<file path="src/hw/rtl/five_point_median_filter_assert.svh">
// Assertion helpers for the five-point median filter.
`ifndef FIVE_POINT_MEDIAN_FILTER_ASSERT_SVH
`define FIVE_POINT_MEDIAN_FILTER_ASSERT_SVH

// Same-cycle implication, masked while reset is high.
`define FPMF_ASSERT_NOW(label, clk, rst, ante, cons) \
  label: assert property (@(posedge clk) disable iff (rst) (ante) |-> (cons)) \
    else $error("fpmf: same-cycle check failed");

// Next-cycle implication, masked while reset is high.
`define FPMF_ASSERT_NEXT(label, clk, rst, ante, cons) \
  label: assert property (@(posedge clk) disable iff (rst) (ante) |=> (cons)) \
    else $error("fpmf: next-cycle check failed");

`endif

</file>
<file path="src/hw/rtl/fpmf_pkg.sv">
package fpmf_pkg;

  localparam int SAMPLE_WIDTH_DEF = 16;
  localparam int WINDOW           = 5;
  localparam int HALF             = 2;
  localparam int HIST_DEPTH       = WINDOW - 1;
  localparam int MAX_RESULTS      = 3;
  localparam int QUEUE_DEPTH      = 4;

  localparam int SEEN_W = 3;
  typedef logic [SEEN_W-1:0] seen_t;
  localparam seen_t SEEN_MAX  = seen_t'(HIST_DEPTH);
  localparam seen_t SEEN_HALF = seen_t'(HALF);

endpackage

</file>
<file path="src/hw/rtl/fpmf_if.sv">
interface fpmf_sample_if import fpmf_pkg::*; #(
  parameter int SAMPLE_WIDTH = SAMPLE_WIDTH_DEF
);
  logic                           valid;
  logic                           ready;
  logic signed [SAMPLE_WIDTH-1:0] sample;
  logic                           last;

  modport source (output valid, output sample, output last, input ready);
  modport sink   (input valid, input sample, input last, output ready);
endinterface

interface fpmf_result_if import fpmf_pkg::*; #(
  parameter int SAMPLE_WIDTH = SAMPLE_WIDTH_DEF
);
  logic                           valid;
  logic                           ready;
  logic signed [SAMPLE_WIDTH-1:0] filtered;
  logic                           last_out;

  modport source (output valid, output filtered, output last_out, input ready);
  modport sink   (input valid, input filtered, input last_out, output ready);
endinterface

</file>
<file path="src/hw/rtl/fpmf_cell.sv">
// One tap of the sample history: load from the left neighbor on each beat.
module fpmf_cell import fpmf_pkg::*; #(
  parameter int SAMPLE_WIDTH = SAMPLE_WIDTH_DEF
) (
  input  logic                           clk,
  input  logic                           shift,
  input  logic signed [SAMPLE_WIDTH-1:0] d,
  output logic signed [SAMPLE_WIDTH-1:0] q
);

  always_ff @(posedge clk) begin
    if (shift) begin
      q <= d;
    end
  end

endmodule

</file>
<file path="src/hw/rtl/fpmf_median.sv">
// Rank select: each window entry counts the entries below it (ties broken
// by position), and the one ranked in the middle is the median.
module fpmf_median import fpmf_pkg::*; #(
  parameter int SAMPLE_WIDTH = SAMPLE_WIDTH_DEF
) (
  input  logic signed [SAMPLE_WIDTH-1:0] win [WINDOW],
  output logic signed [SAMPLE_WIDTH-1:0] med
);

  localparam int RW = $clog2(WINDOW);

  logic [RW-1:0]     rank [WINDOW];
  logic [WINDOW-1:0] pick;

  always_comb begin
    for (int i = 0; i < WINDOW; i++) begin
      rank[i] = '0;
      for (int j = 0; j < WINDOW; j++) begin
        if (j != i) begin
          if ((win[j] < win[i]) || ((win[j] == win[i]) && (j < i))) begin
            rank[i] = rank[i] + RW'(1);
          end
        end
      end
      pick[i] = (rank[i] == RW'(HALF));
    end
  end

  always_comb begin
    med = '0;
    for (int i = 0; i < WINDOW; i++) begin
      if (pick[i]) begin
        med = med | win[i];
      end
    end
  end

endmodule

</file>
<file path="src/hw/rtl/five_point_median_filter.sv">
// Channel   Dir  Payload                          Beat when
// samples   in   sample[SAMPLE_WIDTH], last       valid && ready
// results   out  filtered[SAMPLE_WIDTH], last_out valid && ready
//
// One sample per cycle while the result side keeps up; each beat's results
// are registered into a 4-entry queue, which hands them out one per cycle
// while the result side is ready. A final sample queues up to three results,
// so the sample side holds ready low while the queue drains.
// Synchronous reset clears the stream count and the queue; history is not
// cleared, it is always rewritten before it is read.
// A stall on the result side backs up into the sample side once two results wait.
`include "five_point_median_filter_assert.svh"

module five_point_median_filter import fpmf_pkg::*; #(
  parameter int SAMPLE_WIDTH = SAMPLE_WIDTH_DEF
) (
  input  logic             clk,
  input  logic             rst,
  fpmf_sample_if.sink      samples,
  fpmf_result_if.source    results
);

  localparam int QCW = $clog2(QUEUE_DEPTH + 1);
  localparam int QIW = $clog2(QUEUE_DEPTH);

  typedef logic signed [SAMPLE_WIDTH-1:0] smp_t;
  typedef struct packed {
    smp_t filtered;
    logic last_out;
  } entry_t;

  logic   in_acc;
  logic   out_acc;
  smp_t   x;
  logic   fin;

  smp_t   hist [HIST_DEPTH];
  smp_t   win  [WINDOW];
  smp_t   med;

  seen_t  seen_count;
  seen_t  seen_count_next;

  entry_t q [QUEUE_DEPTH];
  entry_t q_next [QUEUE_DEPTH];
  logic [QCW-1:0] q_count;
  logic [QCW-1:0] q_count_next;

  entry_t cand [MAX_RESULTS];
  logic [MAX_RESULTS-1:0] cand_vld;

  assign x       = samples.sample;
  assign fin     = samples.last;
  assign in_acc  = samples.valid && samples.ready;
  assign out_acc = results.valid && results.ready;

  // Room for a full burst of results even if nothing is popped this cycle.
  assign samples.ready = (q_count <= QCW'(QUEUE_DEPTH - MAX_RESULTS));

  assign results.valid    = (q_count != '0);
  assign results.filtered = q[0].filtered;
  assign results.last_out = q[0].last_out;

  // History line: hist[0] is the newest earlier sample, each cell loads from
  // its neighbor on every beat.
  for (genvar g = 0; g < HIST_DEPTH; g++) begin : g_hist
    if (g == 0) begin : g_head
      fpmf_cell #(.SAMPLE_WIDTH(SAMPLE_WIDTH)) u_cell (
        .clk   (clk),
        .shift (in_acc),
        .d     (x),
        .q     (hist[g])
      );
    end else begin : g_tail
      fpmf_cell #(.SAMPLE_WIDTH(SAMPLE_WIDTH)) u_cell (
        .clk   (clk),
        .shift (in_acc),
        .d     (hist[g-1]),
        .q     (hist[g])
      );
    end
  end

  // Window oldest first, the incoming sample last.
  always_comb begin
    for (int i = 0; i < HIST_DEPTH; i++) begin
      win[i] = hist[HIST_DEPTH-1-i];
    end
    win[WINDOW-1] = x;
  end

  fpmf_median #(.SAMPLE_WIDTH(SAMPLE_WIDTH)) u_median (
    .win (win),
    .med (med)
  );

  // Candidate results of this beat, in output order: the lagged output
  // (median once the window is full, else the sample two back), then on the
  // final sample the previous sample and the sample itself.
  always_comb begin
    cand[0].filtered = (seen_count >= SEEN_MAX) ? med : hist[1];
    cand[0].last_out = 1'b0;
    cand[1].filtered = hist[0];
    cand[1].last_out = 1'b0;
    cand[2].filtered = x;
    cand[2].last_out = 1'b1;
    cand_vld[0] = (seen_count >= SEEN_HALF);
    cand_vld[1] = fin && (seen_count != '0);
    cand_vld[2] = fin;
  end

  // Queue: drop the head on a pop, then append the valid candidates packed.
  always_comb begin
    logic [QCW-1:0] pos;
    for (int i = 0; i < QUEUE_DEPTH - 1; i++) begin
      q_next[i] = out_acc ? q[i+1] : q[i];
    end
    q_next[QUEUE_DEPTH-1] = q[QUEUE_DEPTH-1];
    pos = q_count - QCW'(out_acc);
    for (int k = 0; k < MAX_RESULTS; k++) begin
      if (in_acc && cand_vld[k]) begin
        q_next[pos[QIW-1:0]] = cand[k];
        pos = pos + QCW'(1);
      end
    end
    q_count_next = pos;
  end

  // Stream count: restart after the final sample, saturate once full.
  always_comb begin
    seen_count_next = seen_count;
    if (in_acc) begin
      if (fin) begin
        seen_count_next = '0;
      end else if (seen_count < SEEN_MAX) begin
        seen_count_next = seen_count + seen_t'(1);
      end
    end
  end

  always_ff @(posedge clk) begin
    q <= q_next;
    if (rst) begin
      q_count    <= '0;
      seen_count <= '0;
    end else begin
      q_count    <= q_count_next;
      seen_count <= seen_count_next;
    end
  end

  // A final sample always leaves at least its own result queued.
  `FPMF_ASSERT_NEXT(a_fin_queued, clk, rst, in_acc && fin, q_count != '0)
  // The stream count restarts after a final sample.
  `FPMF_ASSERT_NEXT(a_fin_restart, clk, rst, in_acc && fin, seen_count == '0)
  // Queue never overfills and the count never passes its saturation point.
  `FPMF_ASSERT_NOW(a_bounds, clk, rst, 1'b1,
                   (q_count <= QCW'(QUEUE_DEPTH)) && (seen_count <= SEEN_MAX))

endmodule
</file>
<file path="src/flat_wrapper.sv">
// flat-port wrapper written by rule: the top's interface ports become plain ports
module five_point_median_filter_flat import fpmf_pkg::*;
#(
  parameter int SAMPLE_WIDTH = SAMPLE_WIDTH_DEF
)
  (clk, rst, samples_valid, samples_sample, samples_last, samples_ready, results_valid, results_filtered, results_last_out, results_ready);
  fpmf_sample_if #(.SAMPLE_WIDTH(SAMPLE_WIDTH)) samples_i ();
  fpmf_result_if #(.SAMPLE_WIDTH(SAMPLE_WIDTH)) results_i ();
  input  logic clk;
  input  logic rst;
  input wire logic [$bits(samples_i.valid)-1:0] samples_valid;
  input wire logic [$bits(samples_i.sample)-1:0] samples_sample;
  input wire logic [$bits(samples_i.last)-1:0] samples_last;
  output wire logic [$bits(samples_i.ready)-1:0] samples_ready;
  output wire logic [$bits(results_i.valid)-1:0] results_valid;
  output wire logic [$bits(results_i.filtered)-1:0] results_filtered;
  output wire logic [$bits(results_i.last_out)-1:0] results_last_out;
  input wire logic [$bits(results_i.ready)-1:0] results_ready;
  assign samples_i.valid = samples_valid;
  assign samples_i.sample = samples_sample;
  assign samples_i.last = samples_last;
  assign samples_ready = samples_i.ready;
  assign results_valid = results_i.valid;
  assign results_filtered = results_i.filtered;
  assign results_last_out = results_i.last_out;
  assign results_i.ready = results_ready;
  five_point_median_filter #(.SAMPLE_WIDTH(SAMPLE_WIDTH)) u_core (.clk(clk), .rst(rst), .samples(samples_i), .results(results_i));
endmodule
</file>
<file path="config.mk">
export PLATFORM = sky130hd
export DESIGN_NAME = five_point_median_filter_flat
export DESIGN_NICKNAME = d
export VERILOG_FILES = /design/src/hw/rtl/fpmf_pkg.sv /design/src/hw/rtl/fpmf_if.sv /design/src/hw/rtl/fpmf_cell.sv /design/src/hw/rtl/fpmf_median.sv /design/src/hw/rtl/five_point_median_filter.sv /design/src/flat_wrapper.sv
export VERILOG_INCLUDE_DIRS = /design/src /design/src/hw/rtl
export SDC_FILE = /design/constraint.sdc
export NUM_CORES = 1
export LEC_CHECK = 0
export BUFFER_PORTS_ARGS = -buffer_cell sky130_fd_sc_hd__buf_2
export CAP_MARGIN = 10
export CORE_MARGIN = 10
export CORE_UTILIZATION = 47
export CTS_CLUSTER_DIAMETER = 120
export CTS_CLUSTER_SIZE = 10
export DETAILED_ROUTE_END_ITERATION = 8
export SKIP_CTS_REPAIR_TIMING = 1
export SYNTH_ARGS = -nofsm -noshare
export SYNTH_HDL_FRONTEND = slang
export SYNTH_SLANG_ARGS = --single-unit
</file>
<file path="constraint.sdc">
create_clock -name clk -period 8.06 [get_ports clk]
set_input_delay 0.403 -clock clk [delete_from_list [all_inputs] [get_ports clk]]
set_output_delay 0.403 -clock clk [all_outputs]
set_load 0.02 [all_outputs]
</file>
==> impl_metrics.toml <==
[run_status]
status = "finished clean"

[synthesis]
synth_edf_count = 64
synth_top_flop_cell = "dfxtp_1"
syn_avg_cell_area_um2 = 8.57
synth_seq_area_share_pct = 29.3
ys.warnings.count = 0
synth.distinct_cells = 77
syn_area_um2 = 11600
syn_inst = 1355
synth_top_area_share_pct = 20.6
yosysTopAreaCell = "ha_1"
synth.net_count = 1567
synth_most_common_cell = "ha_1"
ys_top_cells_by_count = "191 x ha_1, 158 x nand2_1, 121 x o21ai_0, 111 x a21oi_1, 91 x inv_1"
ys_ff_latch = 138
ys_top_cells_by_area = "ha_1 21%, edfxtp_1 17%, dfxtp_1 13%"
async_flop_share_pct = 0

[power_and_ir_drop]
powerDensity_nw_per_um2 = 358
irDropWorstVdd_uv = 304
cellLeakagePower_nw = 5.54

[setup_path]
path_common_cell = "o21ai_0"
required_ns = 8.38
reg2reg_slack_ns = 2.30
start_kind = "register"
path_max_fanout = 14
cp_cell_sequence = "inv_1 > ha_1 > nor2b_1 > o21a_1 > o21a_1 > o21a_1 > o21ai_0 > nand2b_1 > a21oi_1 > nor2b_1 > o21ai_0 > a221oi_1 > ha_1 > inv_1 > xnor2_1 > ha_1 > nand2b_1 > or4_1 > a211oi_2 > o21ai_0 > o21ai_0 > a211oi_2 > a221oi_1"
critPathTopFamily = "compound AO/OA/AOI/OAI gates"
crit_type = "reg2reg"
arrival_ns = 6.08
cp_slowest_stage_delay_ns = 0.98
end_kind = "register"
cp_slowest_cell = "a211oi_2"
path_buf_inv = 2

[floorplan]
die_w_um = 177
row_count = 57
die_area_um2 = 31400
io_pins = 40
core_um2 = 24300
initial_core_util_pct = 47.7
die_h_um = 177

[timing]
slew_violations = 0
max_freq_mhz = 174
fin_crit_ns = 5.76
tightest_slew_ns = 1.26
period_share_pct = 71.4
skew_ns = 0.0157
finalSetupViolCount = 0
fin_setup_tns_ns = 0
setup_ws_ns = 2.30
max_slew_margin_pct = 14.4
hold_violations = 0
rsz0062_at_grt = "no"

[place]
portBuffers = 39
gp_congestion = 0.897
dp_slack_ns = 2.44
hpwl_mm = 26.3
placed_cells = 1658

[detailed_routing]
drcViolationCount = 0
wl_per_cell_um = 22.3
routed-via-count = 10600
via_per_inst = 6.27
drt_wl_total_mm = 37.7
ant_nets = 0
dr.pass1.iters = 7
drtIter0Drc = 1034

[cells_and_area]
nNetsFinal = 1565
final_cells = 1690
multi_input_area_um2 = 7530
drive_gt1_share_pct = 9.96
syn2layout_area_growth_pct = 8.06
n_antenna_cell = 0
filler_cell_count = 2292
seq_area_um2 = 3400

[cts]
cts_max_level = 4
cts_buffer_depth = 2
cts_made_buffers = 17
clock-sinks = 138
clock_latency_ns = 0.45
clk_pin_slew_ns = 0.07
cts_tree = "built"
root_buffer = "clkbuf_16"

[grt]
grt_util_met2_pct = 39.1
grt_pass1_vias = 10200
grt_pass1_wl_mm = 58.8
grt_busiest_layer = "met2"
grt.total_usage_pct = 23.9
met1_usage_pct = 31.9
grt_antenna_before_repair = 0
grt_start_max_net_pins = 67
overflow = 0
global_route.usage.met3_pct = 3.61

[hold_path]
hp-class = "in2reg"

[flow_run]
drv_cap = 0
==> final timing paths <==
check | from | to | cells after the start
setup reg to reg | u_core.g_hist[1].g_tail.u_cell.q[1] | u_core.q[36] | 23
hold / removal | rst | u_core.q_count[0] | 2
hold reg to reg | u_core.q[0] | u_core.q[0] | 2
setup / recovery | u_core.g_hist[1].g_tail.u_cell.q[1] | u_core.q[36] | 23
==> sequential cells by signal (all words and copies together) (netlist names) <==
signal	cells
u_core.results.last_out	1
u_core.results.filtered	16
u_core.seen_count	3
u_core.g_hist.g_tail.u_cell.q	48
u_core.g_hist.g_head.u_cell.q	16
u_core.q_count	3
u_core.q	51
==> stage by stage <==
| step | hold WS, ns | power [W] | util [%] | area [um2] |
|---|---|---|---|---|
| final | 0.207 | 0.00449 | 51.6 | 12500 |
| after global routing | 0.221 | 0.00489 | 51.6 | 12500 |
| after CTS | 0.202 | 0.00447 | 51.6 | 12500 |
| after detailed placement | 0.445 | 0.00366 | 49.2 | 12000 |
| after global placement | 0.440 | 0.00362 | 49.2 | 12000 |
| after floorplan | 0.423 | 0.00303 | - | 11600 |
==> metal layers <==
layer / vias to the layer above / share of wire (%)
li1: 5039 / -
met3: 74 / 6.1
met5: - / 0
met2: 413 / 47
met1: 5064 / 45
met4: 0 / 2.2
==> cells in the final DEF (no fill, tap or decap), drive strengths merged, types with 59 or more instances in the layout <==
cell / netlist / layout
o21ai: 133 / 133
nand2: 158 / 158
inv: 93 / 102
dfxtp: 74 / 74
nand3: 59 / 59
ha: 191 / 191
a21oi: 113 / 113
edfxtp: 64 / 64
a221oi: 69 / 69
nor2: 76 / 76
==> cells by family (layout without fill, tap and decap cells) <==
logic type	Yosys count	after routing	synth area share (%)
AOI/OAI and AO/OA	422	422	25.2
xor gates and xnor gates	10	10	0.755
adders and majority gates	191	191	20.6
buffers and inverters	165	176	6.02
DFF	138	138	29.3
muxes	9	9	0.787
and+or+nand+nor	420	420	17.4
==> area by class of cell <==
cell class              instances  share of cell area, %
multi-input cells            1052                   60.1
flip-flops and latches        138                   27.1
clock buffers                  17                   3.39
well taps                     324                   3.23
inverters                      95                   2.84
repair buffers                 49                   2.15
clock inverters                15                   1.18
==> report_power, final <==
group	switching, W	total [W]	leakage (nW)	internal, W
clock network	0.000384	0.000795	0.280	0.000411
registers	0.000306	0.00132	1.23	0.00101
logic	0.00141	0.00238	4.03	0.000967
total	0.00210	0.00449	5.54	0.00239
(Power assumes the default switching activity.)
